### src/design/clbs_pkg.sv
package clbs_pkg;

  // Tick counter width used by the sequencer unless overridden.
  localparam int unsigned CountWidthDef = 18;

  // Timing registers are all 18 bits wide.
  localparam int unsigned RegW = 18;
  localparam int unsigned NumRegs = 8;
  localparam int unsigned RegIdxW = 3;
  localparam int unsigned AddrW = 5;
  localparam int unsigned DataW = 32;

  // Register indexes on the configuration port.
  typedef enum logic [RegIdxW-1:0] {
    REG_SETUP      = 3'd0,
    REG_ENABLE     = 3'd1,
    REG_HOLD       = 3'd2,
    REG_READ       = 3'd3,
    REG_GAP        = 3'd4,
    REG_CMD_WAIT   = 3'd5,
    REG_CHAR_WAIT  = 3'd6,
    REG_CLEAR_WAIT = 3'd7
  } reg_idx_e;

  typedef logic [RegW-1:0] reg_val_t;

  // Reset values of the timing registers, in register index order.
  localparam reg_val_t RegReset [NumRegs] = '{
    18'd4, 18'd25, 18'd1, 18'd36, 18'd800, 18'd3900, 18'd4300, 18'd200000
  };

  // Request codes carried by an input word.
  typedef enum logic [2:0] {
    OP_TICK      = 3'd0,
    OP_RAW_CMD   = 3'd1,
    OP_DATA_CHAR = 3'd2,
    OP_SET_CURS  = 3'd3,
    OP_FUNC_SET  = 3'd4,
    OP_DISP_CTRL = 3'd5,
    OP_ENTRY     = 3'd6,
    OP_CLEAR     = 3'd7
  } op_e;

  // Bus sequencer phases.
  typedef enum logic [2:0] {
    PH_IDLE      = 3'd0,
    PH_POLL_HIGH = 3'd1,
    PH_POLL_LOW  = 3'd2,
    PH_GAP       = 3'd3,
    PH_SETUP     = 3'd4,
    PH_ENABLE    = 3'd5,
    PH_HOLD      = 3'd6,
    PH_WAIT      = 3'd7
  } phase_e;

  // Which delay follows the byte write.
  typedef enum logic [1:0] {
    WAIT_CMD   = 2'd0,
    WAIT_CHAR  = 2'd1,
    WAIT_CLEAR = 2'd2
  } wait_sel_e;

  // Command byte building blocks.
  localparam logic [7:0] SetDdramBit  = 8'h80;
  localparam logic [7:0] FuncSetBase  = 8'h30;
  localparam logic [7:0] TwoRowsBit   = 8'h08;
  localparam logic [7:0] BigFontBit   = 8'h04;
  localparam logic [7:0] DispCtrlBase = 8'h08;
  localparam logic [7:0] EntryBase    = 8'h04;
  localparam logic [7:0] ClearCmd     = 8'h01;

  typedef struct packed {
    logic [2:0] opcode;
    logic [7:0] value;
    logic [6:0] column;
    logic [1:0] row;
    logic [2:0] flags;
    logic [7:0] bus_in;
  } in_item_t;

  typedef struct packed {
    logic       enable_pin;
    logic       select_pin;
    logic       read_pin;
    logic [7:0] data_out;
    logic       drive_data;
    logic       ready_res;
    logic       rejected;
  } out_item_t;

endpackage

### src/design/char_lcd_bus_sequencer.sv
// The result word for an input word is registered as it is accepted. Throughput: one
// input word per cycle unless stalled; the phase and tick counter advance once per word,
// and a single output register decouples the two sides so input flows while it drains.
// Reset: timing registers return to their defaults, the sequencer goes idle with E, RS
// and RW low, the data pins driven as outputs holding zero, and the output register empty.
module char_lcd_bus_sequencer #(
  parameter int unsigned COUNT_WIDTH = clbs_pkg::CountWidthDef
) (
  input  logic                            clk_i,
  input  logic                            rst_ni,
  // Request words
  input  logic                            in_valid_i,
  output logic                            in_stall_o,
  input  clbs_pkg::in_item_t              in_item_i,
  // Pin state words
  output logic                            out_valid_o,
  input  logic                            out_stall_i,
  output clbs_pkg::out_item_t             out_item_o,
  // Configuration port
  input  logic                            psel,
  input  logic                            penable,
  input  logic                            pwrite,
  input  logic [clbs_pkg::AddrW-1:0]      paddr,
  input  logic [clbs_pkg::DataW-1:0]      pwdata,
  output logic [clbs_pkg::DataW-1:0]      prdata,
  output logic                            pready
);

  typedef logic [COUNT_WIDTH-1:0] count_t;

  // Timing registers.
  clbs_pkg::reg_val_t cfg_q [clbs_pkg::NumRegs];

  // Sequencer state.
  clbs_pkg::phase_e    phase_q, phase_d;
  count_t              count_q, count_d;
  logic [7:0]          pend_byte_q, pend_byte_d;
  logic                pend_data_q, pend_data_d;
  clbs_pkg::wait_sel_e wait_sel_q, wait_sel_d;
  logic                pin_en_q, pin_en_d;
  logic                pin_sel_q, pin_sel_d;
  logic                pin_rd_q, pin_rd_d;
  logic [7:0]          pin_data_q, pin_data_d;
  logic                pin_drive_q, pin_drive_d;
  logic                rejected;

  // Output register.
  logic                out_valid_q;
  clbs_pkg::out_item_t out_q, res;

  logic                in_accept;
  logic                cfg_write;
  logic [clbs_pkg::RegIdxW-1:0] cfg_idx;

  // Low COUNT_WIDTH bits of a timing register.
  function automatic count_t dur(input clbs_pkg::reg_val_t r);
    return COUNT_WIDTH'(r);
  endfunction

  // Phases where E is strobed last at least one tick.
  function automatic count_t dur_min1(input clbs_pkg::reg_val_t r);
    count_t d;
    d = COUNT_WIDTH'(r);
    return (d == '0) ? count_t'(1) : d;
  endfunction

  // Configuration port: always ready, word addressed.
  assign pready    = 1'b1;
  assign cfg_idx   = paddr[clbs_pkg::AddrW-1:2];
  assign cfg_write = psel && penable && pwrite && pready;
  assign prdata    = clbs_pkg::DataW'(cfg_q[cfg_idx]);

  always_ff @(posedge clk_i or negedge rst_ni) begin
    if (!rst_ni) begin
      cfg_q <= clbs_pkg::RegReset;
    end else if (cfg_write) begin
      cfg_q[cfg_idx] <= pwdata[clbs_pkg::RegW-1:0];
    end
  end

  // Handshake: a new word enters whenever the output register can take the result.
  assign in_stall_o = out_valid_q && out_stall_i;
  assign in_accept  = in_valid_i && !in_stall_o;

  // One tick of the sequencer: accept or count down, then enter the next phase,
  // passing through any phases whose duration is zero.
  always_comb begin : seq_step
    logic             start;
    clbs_pkg::phase_e ph;
    clbs_pkg::phase_e nxt;
    count_t           d;
    logic             done;
    logic [7:0]       byte_v;
    logic [7:0]       curs_low;

    phase_d     = phase_q;
    count_d     = count_q;
    pend_byte_d = pend_byte_q;
    pend_data_d = pend_data_q;
    wait_sel_d  = wait_sel_q;
    pin_en_d    = pin_en_q;
    pin_sel_d   = pin_sel_q;
    pin_rd_d    = pin_rd_q;
    pin_data_d  = pin_data_q;
    pin_drive_d = pin_drive_q;
    rejected    = 1'b0;
    start       = 1'b0;
    ph          = clbs_pkg::PH_IDLE;
    nxt         = clbs_pkg::PH_IDLE;
    d           = '0;
    done        = 1'b0;
    byte_v      = '0;
    curs_low    = 8'({in_item_i.row - 2'd1, 6'd0}) + 8'(in_item_i.column) + 8'hFF;

    if (phase_q == clbs_pkg::PH_IDLE) begin
      // Build the byte for a new request.
      if (clbs_pkg::op_e'(in_item_i.opcode) != clbs_pkg::OP_TICK) begin
        pend_data_d = 1'b0;
        wait_sel_d  = clbs_pkg::WAIT_CMD;
        case (clbs_pkg::op_e'(in_item_i.opcode))
          clbs_pkg::OP_RAW_CMD: begin
            byte_v = in_item_i.value;
          end
          clbs_pkg::OP_DATA_CHAR: begin
            byte_v      = in_item_i.value;
            pend_data_d = 1'b1;
            wait_sel_d  = clbs_pkg::WAIT_CHAR;
          end
          clbs_pkg::OP_SET_CURS: begin
            byte_v = clbs_pkg::SetDdramBit | curs_low;
          end
          clbs_pkg::OP_FUNC_SET: begin
            byte_v = clbs_pkg::FuncSetBase
                   | (in_item_i.flags[1] ? clbs_pkg::TwoRowsBit : 8'h00)
                   | (in_item_i.flags[0] ? clbs_pkg::BigFontBit : 8'h00);
          end
          clbs_pkg::OP_DISP_CTRL: begin
            byte_v = clbs_pkg::DispCtrlBase | 8'(in_item_i.flags);
          end
          clbs_pkg::OP_ENTRY: begin
            byte_v = clbs_pkg::EntryBase | 8'(in_item_i.flags[1:0]);
          end
          default: begin
            byte_v     = clbs_pkg::ClearCmd;
            wait_sel_d = clbs_pkg::WAIT_CLEAR;
          end
        endcase
        pend_byte_d = byte_v;
        start       = 1'b1;
        ph          = (clbs_pkg::op_e'(in_item_i.opcode) == clbs_pkg::OP_SET_CURS)
                    ? clbs_pkg::PH_SETUP : clbs_pkg::PH_POLL_HIGH;
      end
    end else begin
      rejected = (clbs_pkg::op_e'(in_item_i.opcode) != clbs_pkg::OP_TICK);
      if (count_q > count_t'(1)) begin
        count_d = count_q - count_t'(1);
      end else begin
        start = 1'b1;
        case (phase_q)
          clbs_pkg::PH_POLL_HIGH: begin
            ph = in_item_i.bus_in[7] ? clbs_pkg::PH_POLL_LOW : clbs_pkg::PH_GAP;
          end
          clbs_pkg::PH_POLL_LOW: ph = clbs_pkg::PH_POLL_HIGH;
          clbs_pkg::PH_GAP:      ph = clbs_pkg::PH_SETUP;
          clbs_pkg::PH_SETUP:    ph = clbs_pkg::PH_ENABLE;
          clbs_pkg::PH_ENABLE:   ph = clbs_pkg::PH_HOLD;
          clbs_pkg::PH_HOLD:     ph = clbs_pkg::PH_WAIT;
          default:               ph = clbs_pkg::PH_IDLE;
        endcase
      end
    end

    // Phase entry; at most two zero-length phases are passed in a row.
    if (start) begin
      for (int i = 0; i < 3; i++) begin
        if (!done) begin
          d   = '0;
          nxt = clbs_pkg::PH_IDLE;
          case (ph)
            clbs_pkg::PH_POLL_HIGH: begin
              pin_sel_d   = 1'b0;
              pin_rd_d    = 1'b1;
              pin_drive_d = 1'b0;
              pin_en_d    = 1'b1;
              d           = dur_min1(cfg_q[clbs_pkg::REG_READ]);
            end
            clbs_pkg::PH_POLL_LOW: begin
              pin_en_d = 1'b0;
              d        = count_t'(1);
            end
            clbs_pkg::PH_GAP: begin
              pin_sel_d   = 1'b0;
              pin_rd_d    = 1'b0;
              pin_drive_d = 1'b1;
              pin_en_d    = 1'b0;
              d           = dur(cfg_q[clbs_pkg::REG_GAP]);
              nxt         = clbs_pkg::PH_SETUP;
            end
            clbs_pkg::PH_SETUP: begin
              pin_sel_d   = pend_data_d;
              pin_rd_d    = 1'b0;
              pin_drive_d = 1'b1;
              pin_en_d    = 1'b0;
              pin_data_d  = pend_byte_d;
              d           = dur(cfg_q[clbs_pkg::REG_SETUP]);
              nxt         = clbs_pkg::PH_ENABLE;
            end
            clbs_pkg::PH_ENABLE: begin
              pin_en_d = 1'b1;
              d        = dur_min1(cfg_q[clbs_pkg::REG_ENABLE]);
            end
            clbs_pkg::PH_HOLD: begin
              pin_en_d = 1'b0;
              d        = dur(cfg_q[clbs_pkg::REG_HOLD]);
              nxt      = clbs_pkg::PH_WAIT;
            end
            clbs_pkg::PH_WAIT: begin
              pin_en_d = 1'b0;
              case (wait_sel_d)
                clbs_pkg::WAIT_CHAR:  d = dur(cfg_q[clbs_pkg::REG_CHAR_WAIT]);
                clbs_pkg::WAIT_CLEAR: d = dur(cfg_q[clbs_pkg::REG_CLEAR_WAIT]);
                default:              d = dur(cfg_q[clbs_pkg::REG_CMD_WAIT]);
              endcase
            end
            default: begin
              done    = 1'b1;
              phase_d = clbs_pkg::PH_IDLE;
              count_d = '0;
            end
          endcase
          if (!done) begin
            if (d == '0) begin
              ph = nxt;
            end else begin
              done    = 1'b1;
              phase_d = ph;
              count_d = d;
            end
          end
        end
      end
    end
  end

  // Pin state word for this tick.
  always_comb begin
    res.enable_pin = pin_en_d;
    res.select_pin = pin_sel_d;
    res.read_pin   = pin_rd_d;
    res.data_out   = pin_data_d;
    res.drive_data = pin_drive_d;
    res.ready_res  = (phase_d == clbs_pkg::PH_IDLE);
    res.rejected   = rejected;
  end

  // Sequencer registers advance once per accepted word.
  always_ff @(posedge clk_i or negedge rst_ni) begin
    if (!rst_ni) begin
      phase_q     <= clbs_pkg::PH_IDLE;
      count_q     <= '0;
      pend_byte_q <= '0;
      pend_data_q <= 1'b0;
      wait_sel_q  <= clbs_pkg::WAIT_CMD;
      pin_en_q    <= 1'b0;
      pin_sel_q   <= 1'b0;
      pin_rd_q    <= 1'b0;
      pin_data_q  <= '0;
      pin_drive_q <= 1'b1;
    end else if (in_accept) begin
      phase_q     <= phase_d;
      count_q     <= count_d;
      pend_byte_q <= pend_byte_d;
      pend_data_q <= pend_data_d;
      wait_sel_q  <= wait_sel_d;
      pin_en_q    <= pin_en_d;
      pin_sel_q   <= pin_sel_d;
      pin_rd_q    <= pin_rd_d;
      pin_data_q  <= pin_data_d;
      pin_drive_q <= pin_drive_d;
    end
  end

  // Output register.
  always_ff @(posedge clk_i or negedge rst_ni) begin
    if (!rst_ni) begin
      out_valid_q <= 1'b0;
    end else if (in_accept) begin
      out_valid_q <= 1'b1;
    end else if (!out_stall_i) begin
      out_valid_q <= 1'b0;
    end
  end

  always_ff @(posedge clk_i) begin
    if (in_accept) begin
      out_q <= res;
    end
  end

  assign out_valid_o = out_valid_q;
  assign out_item_o  = out_q;

endmodule
### config.mk
export PLATFORM = sky130hd
export DESIGN_NAME = char_lcd_bus_sequencer
export DESIGN_NICKNAME = d
export VERILOG_FILES = /design/src/design/clbs_pkg.sv /design/src/design/char_lcd_bus_sequencer.sv
export SDC_FILE = /design/constraint.sdc
export NUM_CORES = 1
export LEC_CHECK = 0
export BUFFER_PORTS_ARGS = -buffer_cell sky130_fd_sc_hd__buf_2
export CAP_MARGIN = 20
export CORE_MARGIN = 2
export CORE_UTILIZATION = 32
export DETAILED_ROUTE_END_ITERATION = 10
export PLACE_DENSITY = 0.53
export SETUP_SLACK_MARGIN = 0.2
export SLEW_MARGIN = 20
export SYNTH_ARGS = -nofsm -noshare
export SYNTH_HDL_FRONTEND = slang
export SYNTH_SLANG_ARGS = --single-unit
### constraint.sdc
create_clock -name clk_i -period 7.26 [get_ports clk_i]
set_input_delay 1.089 -clock clk_i [delete_from_list [all_inputs] [get_ports clk_i]]
set_output_delay 1.089 -clock clk_i [all_outputs]
set_load 0.005 [all_outputs]
==> Yosys cells after proc, flatten, opt, wreduce, memory -nomap -nowiden <==
Index checks and enable logic that the tools add are counted.
{ "op_classes": {"shift": 0, "n_div": 0, "multipliers": 0, "reduce_logical": 31, "bitwise_logic": 2, "add_sub_neg": 4, "magnitude_cmp": 3, "n_eq_ne": 36, "mux": 123} }
{ "ops": {"columns": ["cell", "n"], "rows": [
  ["18-bit 2-to-1 mux", 26],
  ["18-bit case mux with 7 select lines", 3],
  ["144-bit bitwise mux", 1],
  ["18-bit zero test", 5],
  ["3-bit 2-to-1 mux", 26],
  ["8-bit 2-to-1 mux", 8],
  ["18-bit binary-select mux with 3-bit select", 1],
  ["18-bit demux with 3-bit select", 1],
  ["3-bit == test (second input constant)", 18],
  ["8-bit case mux with 5 select lines", 1],
  ["1-bit 2-to-1 mux", 36],
  ["18-bit case mux with 2 select lines", 1],
  ["3-bit by 2-bit == test with 1-bit output (second input constant)", 10],
  ["1-bit case mux with 2 select lines", 12],
  ["7-bit OR reduction", 3],
  ["2-bit OR reduction", 10],
  ["5-bit OR reduction", 4],
  ["18-bit by 1-bit > comparator with 1-bit output (second input constant)", 1],
  ["3-bit case mux with 3 select lines", 2],
  ["3-bit case mux with 6 select lines", 1],
  ["18-bit by 1-bit subtractor with 18-bit output (second input constant)", 1],
  ["3-bit by 1-bit == test with 1-bit output (second input constant)", 5],
  ["7-bit adder", 1],
  ["7-bit adder (second input constant)", 1],
  ["other kinds (15)", 21]
]} }
{ "word_totals": {"input_bits": 75, "latchBits": 0, "mem_bits_ro": 0, "wordCells": 225, "mem_bits_rw": 0, "memories": 0, "register_bits": 203} }

==> Logic depth before layout (Yosys ltp) <==
Gate-level depths: netlist (run 1).
{ "logic_depth": {"ltp_word": 32, "depth_mapped": 28, "ltp_nobuf": 19} }

==> Worst setup path before layout (run 1) <==
No wires, ideal clock.
{ "synth_path": {"kind": "input port to flip-flop", "startpoint": "in in_item_i[29] (netlist name)", "endpoint": "reg out_q (netlist bit out_item_o[1]), data pin", "t_required_ns": 6.999, "setup_slack_ns": 1.119, "n_path_buf": 7, "t_arrival_ns": 5.880, "stages": 25, "cell_sequence": "clkbuf_1 > nor3_1 > nand2b_1 > a21oi_1 > inv_1 > ha_1 > clkbuf_1 > clkbuf_1 > clkbuf_1 > o21ai_0 > nor3_1 > o21ai_0 > o31ai_1 > o2111a_1 > and3_1 > buf_4 > nand2_4 > xnor2_4 > buf_4 > o41ai_1 > nor3_1 > and4_1 > clkbuf_1 > and2_1 > o311a_1"} }
{ "synth_lines": {"columns": ["item", "line_no", "rtl"], "rows": [
  ["from (decl)", "char_lcd_bus_sequencer.sv:14", "input clbs_pkg::in_item_t in_item_i,"],
  ["to (signal assigned)", "char_lcd_bus_sequencer.sv:296", "out_q <= res;"],
  ["to (decl)", "char_lcd_bus_sequencer.sv:49", "clbs_pkg::out_item_t out_q, res;"]
]} }

==> Worst setup path in the final report (run 1) <==
{ "layout_path": {"startpoint": "in in_item_i[30] (netlist name)", "endpoint": "reg count_q[6]"} }
{ "layout_between": {"elab_chain_cells": 31, "word_cells_on_any_way": 92} }
{ "layout_rtl": {"columns": ["item", "line_no", "rtl"], "rows": [
  ["3-bit by 2-bit == test with 1-bit output (tied with other cells)", "char_lcd_bus_sequencer.sv:120", "case (clbs_pkg::op_e'(in_item_i.opcode))"],
  ["5-bit OR reduction (no source line)", null, null],
  ["2-bit case mux with 2 select lines", "char_lcd_bus_sequencer.sv:120", null],
  ["2-bit 2-to-1 mux (*)", "char_lcd_bus_sequencer.sv:117", "if (clbs_pkg::op_e'(in_item_i.opcode) != clbs_pkg::OP_TICK) begin"],
  ["2-bit 2-to-1 mux (*)", "char_lcd_bus_sequencer.sv:115", "if (phase_q == clbs_pkg::PH_IDLE) begin"],
  ["named net wait_sel_d[1]", "char_lcd_bus_sequencer.sv:39", "clbs_pkg::wait_sel_e wait_sel_q, wait_sel_d;"],
  ["2-bit == test / 2-bit by 1-bit == test with 1-bit output (equally long branches)", "char_lcd_bus_sequencer.sv:219", "case (wait_sel_d)"],
  ["18-bit case mux with 2 select lines (*)", "char_lcd_bus_sequencer.sv:219", null],
  ["[16 not listed]", null, null],
  ["18-bit case mux with 7 select lines", "char_lcd_bus_sequencer.sv:179", "case (ph)"],
  ["18-bit 2-to-1 mux", "char_lcd_bus_sequencer.sv:176", "if (!done) begin"],
  ["18-bit 2-to-1 mux", "char_lcd_bus_sequencer.sv:174", "if (start) begin"],
  ["18-bit zero test", "char_lcd_bus_sequencer.sv:232", "if (d == '0) begin"],
  ["18-bit 2-to-1 mux", "char_lcd_bus_sequencer.sv:232", null],
  ["18-bit 2-to-1 mux", "char_lcd_bus_sequencer.sv:231", "if (!done) begin"],
  ["18-bit 2-to-1 mux (*)", "char_lcd_bus_sequencer.sv:176", null],
  ["18-bit 2-to-1 mux (*)", "char_lcd_bus_sequencer.sv:174", null],
  ["to (signal assigned)", "char_lcd_bus_sequencer.sv:271", "count_q <= count_d;"],
  ["to (decl)", "char_lcd_bus_sequencer.sv:36", "count_t count_q, count_d;"]
]} }
Mark *: on every way through the listed nets, which the timed path passes. The rest lies on a longest branch. The select of a mux whose other input is x is not followed.
A chain may end at the register's enable or synchronous reset.

==> results_dict.tcl, run 1 <==
set metrics [dict create \
    first_iter_violations 1171 \
    final_cell_mix "159 x dfrtp_1, 154 x mux2_2, 123 x nand2_1" \
    vdd_drop_max_uv 221 \
    finalSetupTns_ns 0 \
    pre_cts_slack_ns 0.382 \
    critPathCapture "count_q[6]" \
    period_minus_slack_ns 6.48 \
    diodes 0 \
    r2r-end "count_q[6]" \
    hold_buffers 0 \
    cts_tree "built" \
    die_h_um 198 \
    nFillCells 3827 \
    finalCritPeriodShare_pct 89.3 \
    drc 0 \
    firstDrtPassIters 8 \
    drt-total-wl_um 45000 \
    synth_edf_count 14 \
    rr_startpoint "phase_q[0]" \
    crit_path_end_kind "flip-flop" \
    antenna_found_initial 0 \
    cp_slowest_stage_delay_ns 0.63 \
    ys_seq_elements 203 \
    whs_ns 0.474 \
    grt_pass1_wl_um 68900 \
    track_usage_pct 23.1 \
    tightest_slew_ns 1.16 \
    root_buffer "clkbuf_16" \
    rrSetupSlack_ns 0.93 \
    ys.flop_type "dfrtp_1" \
    gr-total-overflow 0 \
    insertion_delay_ns 0.55 \
    crit_family "compound AO/OA/AOI/OAI gates" \
    cts_made_buffers 25 \
    die_width_um 198 \
    hold_viol_final 0 \
    syn_area_mm2 0.0121 \
    rows 71 \
    synth_top_area_share_pct 32.9 \
    io_pins 124 \
    slew_headroom_pct 22.4 \
    path_buf_inv 6 \
    required_ns 7.73 \
    cts_resized 0 \
    crit_chain "buf_2 > nor3_1 > buf_4 > nand2b_1 > a21oi_1 > inv_1 > ha_1 > buf_4 > buf_4 > a221o_1 > o21ai_0 > mux2i_1 > a221o_1 > o21ai_0 > o2111a_1 > and3_1 > nand2_4 > xnor2_4 > o221ai_1 > or4_1 > nor3_4 > buf_4 > nand4_1 > a21oi_1" \
    final_util_pct 38.0 \
    dp.cells 1796 \
    status "finished, final reports clean" \
    crit_slowest_cell "or4_1" \
    arrival_ns 6.95 \
    die-area_mm2 0.0394 \
    initial_core_util_pct 32.3 \
    fin_cells 1845 \
    rr_worst_depth 22 \
    clkTransAtPathRegs_ns 0.06 \
    cts_setup_buffers 0 \
    synth.area.top_cells "dfrtp_1 33%, mux2_2 14%, dfstp_2 6.5%" \
    grt_max_degree 67 \
    vias_per_cell 5.84 \
    syn_to_final_growth_pct 17.6 \
    setup_violations 0 \
    max_freq_ghz 0.154 \
    cts_buffer_depth 3 \
    path_max_fanout 13 \
    ys_types 89 \
    min_path_type "flip-flop to flip-flop" \
    min_delay_path_depth 2 \
    synthArstFlopShare_pct 93.1 \
    synth.avg_cell_area_um2 9.90 \
    cts_sinks 203 \
    rsz0062_at_grt "false" \
    final_antenna_net_count 0 \
    p_leak_nw 5.90 \
    layout_commonest_cell "dfrtp_1" \
    setup_ws_ns 0.776 \
    hpwl_um 32300 \
    crit_path_frequent_cell "buf_4" \
    final_nets 1400 \
    h-tree-depth 1 \
    max_cap_violations 0 \
    finClkSkew_ns 0.0198 \
    yosysTopAreaCell "dfrtp_1" \
    ys_seq_area_share_pct 42.9 \
    vias 10778 \
    gp_congestion 0.987 \
    critPathKind "primary input to flip-flop" \
    setup.worst_path.start "in_item_i[30]" \
    slew_violations 0 \
    wire_per_inst_um 24.4 \
    startpoint_type "primary input" \
    drive_above_1_share_pct 30.2 \
    syn_inst 1223 \
    grt_pass1_vias 10774 \
    crit_cells 24 \
    cellPowerDensity_mw_per_mm2 332 \
    coreArea_mm2 0.0375 \
    yosys_warnings 0 \
    io_buffers 84 \
]
[through the flow]
| stage | area [µm²] | total power, mW |
|---|---|---|
| global placement | 13300 | 3.40 |
| CTS | 14200 | 4.72 |
| finish | 14200 | 4.73 |
| global route | 14200 | 4.97 |
| detailed placement | 13300 | 3.42 |
| floorplan | 12200 | 2.70 |
[cell type report]
type	count	area (µm²)	share of cell area, %
Clock inverter	9	114	0.800
Sequential cell	203	5190	36.4
Inverter	29	109	0.765
Tap cell	511	639	4.49
Multi-Input combinational cell	908	6490	45.6
Clock buffer	37	731	5.13
Timing Repair Buffer	148	957	6.73
[synthesized netlist by cell type, types with 7 or more instances]
| master | instances |
|---|---|
| mux2i_1 | 8 |
| a221o_1 | 9 |
| dfrtp_1 | 159 |
| mux2_2 | 154 |
| dfstp_2 | 30 |
| a21oi_1 | 57 |
| nor3_1 | 31 |
| inv_1 | 29 |
| nor4_1 | 11 |
| nand4_1 | 39 |
| clkbuf_1 | 62 |
| a211oi_1 | 10 |
| ha_1 | 9 |
| nand2_1 | 123 |
| and3_1 | 11 |
| o31ai_1 | 15 |
| nand2b_1 | 8 |
| nand3_1 | 22 |
| buf_4 | 18 |
| o211ai_1 | 7 |
| or4_1 | 11 |
| o22ai_1 | 11 |
| nor2_1 | 55 |
| a22oi_1 | 93 |
| or3_1 | 9 |
| a31oi_1 | 16 |
| o21ai_0 | 62 |
| edfxtp_1 | 14 |
| buf_2 | 11 |
[worst min path at each step]
stage / from / endpoint / slack [ns]
4_1_cts: pin_data_q[3] / pin_data_q[3] / 0.47
6_report: pin_data_q[0] / pin_data_q[0] / 0.47
5_1_grt: pin_data_q[3] / pin_data_q[3] / 0.48
2_1_floorplan: pin_data_q[0] / pin_data_q[0] / 0.44
3_3_place_gp: pin_data_q[3] / pin_data_q[3] / 0.45
3_5_place_dp: pin_data_q[3] / pin_data_q[3] / 0.46
[where the power goes]
part	switching [mW]	internal (mW)	total (mW)	leakage (nW)
logic	1.03	0.653	1.68	3.01
clock network	0.506	0.771	1.28	0.420
registers	0.319	1.45	1.77	2.47
[flip-flops by register name, summed over array words and instances (netlist names)]
| signal | cells |
|---|---|
| pin_drive_q | 1 |
| pend_byte_q | 8 |
| pin_en_q | 1 |
| count_q | 18 |
| out_item_o | 14 |
| out_valid_o | 1 |
| pend_data_q | 1 |
| pin_data_q | 8 |
| pin_sel_q | 1 |
| phase_q | 3 |
| wait_sel_q | 2 |
| cfg_q | 144 |
| pin_rd_q | 1 |
[logic make-up (layout without fill, tap and decap cells)]
group	Yosys count	after routing	share of synthesized area, %
multiplexers	163	163	15.1
flip-flops	203	203	42.9
AO/OA/AOI/OAI	357	357	20.6
XOR/XNOR	8	8	0.734
other	2	15	0.0620
AND/OR/NAND/NOR	353	353	14.7
adder cells (fa/ha/maj)	12	12	1.26
buffers and inverters	125	223	4.61
[metal layers]
layer  part of all wire [%]  track usage, %
met1                     45            32.1
met2                     45            36.2
met3                    6.8            4.53
met4                    3.1            7.35
met5                      0               0
[worst register-to-register path: stages, from the launching register on]
cell and delay [ns]:
dfrtp_1 0.48, nor3_2 0.42, nand2b_1 0.14, a21oi_1 0.33, inv_1 0.08, ha_1 0.29, buf_4 0.20, buf_4 0.20
a221o_1 0.27, o21ai_0 0.17, mux2i_1 0.19, a221o_1 0.37, o21ai_0 0.08, o2111a_1 0.20, and3_1 0.37, nand2_4 0.12
xnor2_4 0.42, o221ai_1 0.37, or4_1 0.63, nor3_4 0.34, buf_4 0.25, nand4_1 0.16, a21oi_1 0.18
No activity file was read; power rests on OpenSTA's default activity.
==> run 2, diff against run 1 <==
==> constraint.sdc (replaced) <==
create_clock -name clk_i -period 8.3 [get_ports clk_i]
set_input_delay 1.245 -clock clk_i [delete_from_list [all_inputs] [get_ports clk_i]]
set_output_delay 1.245 -clock clk_i [all_outputs]
set_load 0.005 [all_outputs]
==> run 2 against run 1 <==
Against the previous run:
- worst hold slack worse by 0.0040 ns
- clock power is 13% lower
- non-clock buffer count is 18 lower
- routed wire length is 0.21% lower
- via count is 0.16% higher
- count of clock-buffer cells in the layout is 5 lower
- register-to-register slack better by 0.79 ns
- sequential power is 12% lower
- final cell count is 1.1% lower
- total power is 14% lower
- worst setup slack better by 0.80 ns
- flip-flop and latch count stayed put
- critical endpoint is now count_q[7]
==> results_dict.tcl, run 2 (same netlist as run 1, synthesis figures left out) <==
set metrics [dict create \
    crit_path_frequent_cell "buf_4" \
    layout_commonest_cell "dfrtp_1" \
    tightest_slew_ns 1.14 \
    setup.worst_path.start "in_item_i[28]" \
    final_cell_mix "159 x dfrtp_1, 154 x mux2_2, 123 x nand2_1" \
    p_leak_nw 5.79 \
    power.share.switching_pct 39.0 \
    clkTransAtPathRegs_ns 0.06 \
    final_antenna_net_count 0 \
    diodes 0 \
    track_usage_pct 22.7 \
    io_pins 124 \
    grt_max_degree 117 \
    finClkSkew_ns 0.0147 \
    grt_pass1_vias 10495 \
    cts_tree "built" \
    syn_to_final_growth_pct 16.0 \
    period_minus_slack_ns 6.73 \
    gr-total-overflow 0 \
    max_freq_ghz 0.149 \
    crit_family "simple AND/OR/NAND/NOR gates" \
    vias 10795 \
    whs_ns 0.470 \
    largest_reg_flops 144 \
    arrival_ns 7.18 \
    rows 71 \
    hold_viol_final 0 \
    final_nets 1381 \
    path_buf_inv 5 \
    insertion_delay_ns 0.54 \
    crit_chain "buf_2 > nor3_1 > nand2b_1 > a21oi_1 > inv_1 > ha_1 > buf_4 > buf_4 > a221o_1 > o21ai_0 > mux2i_1 > a221o_1 > o21ai_0 > o2111a_1 > and3_1 > nand2_4 > xnor2_4 > o311ai_1 > or4_1 > nor3_4 > buf_4 > nand4_1 > a31oi_1" \
    cts_resized 0 \
    first_iter_violations 1081 \
    grt_pass1_wl_um 67800 \
    crit_slowest_cell "or4_1" \
    nFillCells 3872 \
    cp_slowest_stage_delay_ns 0.67 \
    hold_start "pin_data_q[0]" \
    coreArea_mm2 0.0375 \
    initial_core_util_pct 32.3 \
    hold_buffers 0 \
    pwr-share-clk_pct 27.5 \
    crit_path_end_kind "flip-flop" \
    cellPowerDensity_mw_per_mm2 291 \
    vdd_drop_max_uv 158 \
    cts_setup_buffers 0 \
    power_frac_seq_pct 37.9 \
    rsz0062_at_grt "false" \
    startpoint_type "primary input" \
    drc 0 \
    path_max_fanout 14 \
    antenna_found_initial 0 \
    multiInputGateArea_mm2 0.00650 \
    critPathKind "primary input to flip-flop" \
    io_buffers 84 \
    vias_per_cell 5.92 \
    cts_buffer_depth 3 \
    seqCellArea_mm2 0.00519 \
    hpwl_um 32000 \
    h-tree-depth 1 \
    cts_made_buffers 24 \
    finalSetupTns_ns 0 \
    p_comb_share_pct 34.6 \
    required_ns 8.76 \
    drt-total-wl_um 44900 \
    root_buffer "clkbuf_16" \
    firstDrtPassIters 5 \
    max_cap_violations 0 \
    slew_violations 0 \
    cts_sinks 203 \
    die-area_mm2 0.0394 \
    rr_startpoint "phase_q[0]" \
    setup_violations 0 \
    top_register "cfg_q" \
    min_path_type "flip-flop to flip-flop" \
    gp_congestion 0.972 \
    wire_per_inst_um 24.6 \
    slew_headroom_pct 24.0 \
    status "finished, final reports clean" \
    finalCritPeriodShare_pct 81.1 \
    die_h_um 198 \
    switchingPower_mw 1.59 \
    final_util_pct 37.5 \
    p_int_mw 2.49 \
    drive_above_1_share_pct 28.9 \
    die_width_um 198 \
]
## run 2: cell count changes in the layout (fill, tap and decap cells not counted), moves of 2 or more
| cell | previous run | this run |
|---|---|---|
| buf_4 | 60 | 45 |
| clkbuf_8 | 7 | 3 |
| buf_8 | 2 | 0 |
| bufinv_16 | 2 | 4 |
| clkinv_1 | 0 | 3 |
## run 2: worst reg2reg max path, stage by stage (launching register included)
cell	delay (ns)
dfrtp_1	0.49
or3_1	0.66
nor3_1	0.27
a21oi_1	0.11
inv_1	0.08
ha_1	0.33
buf_4	0.24
buf_4	0.21
a221o_1	0.28
o21ai_0	0.18
mux2i_1	0.18
a221o_1	0.39
o21ai_0	0.07
o2111a_1	0.20
and3_1	0.23
nand2_4	0.15
xnor2_4	0.45
o311ai_1	0.35
or4_1	0.67
nor3_4	0.36
buf_4	0.25
nand4_1	0.13
a31oi_1	0.20
## run 2: through the flow
stage               instances  power (mW)  area, µm²  setup slack [ns]
floorplan                1236        2.36      12200              2.00
global placement         1780        2.92      13200              1.14
global route             1825        4.30      14000              1.28
detailed placement       1780        2.94      13200              1.08
CTS                      1824        4.08      14000              1.63
finish                   1825        4.08      14000              1.57
## run 2: final cells by class
class | instances | share of cell area, %
repair buffers | 130 | 5.54
clock inverters | 12 | 1.14
flip-flops and latches | 203 | 36.9
inverters | 29 | 0.775
well taps | 511 | 4.55
multi-input cells | 908 | 46.3
clock buffers | 32 | 4.78
## run 2: final timing paths
kind / to / slack [ns] / depth (start not counted)
min in group asynchronous: cfg_q[143] / 0.85 / 1
hold / removal: pin_data_q[0] / 0.47 / 2
hold reg to reg: pin_data_q[0] / 0.47 / 2
setup / recovery: count_q[7] / 1.57 / 23
max in group asynchronous: pend_byte_q[4] / 5.92 / 2
setup reg to reg: count_q[7] / 1.72 / 22
## run 2: per-layer routing
metal	routed length, µm	up-vias	track usage [%]
met2	20200	460	35.4
met4	1410	0	7.57
met1	20300	5443	32.2
met5	0	-	0
li1	-	4799	-
met3	3020	93	3.51
## run 2: power by group through the flow
stage,logic (mW),registers (mW),clock network [mW]
6_report,1.41,1.55,1.12
5_1_grt,1.53,1.58,1.19
4_1_cts,1.39,1.54,1.14
3_5_place_dp,1.38,1.56,0
3_3_place_gp,1.37,1.55,0
2_1_floorplan,0.926,1.43,0
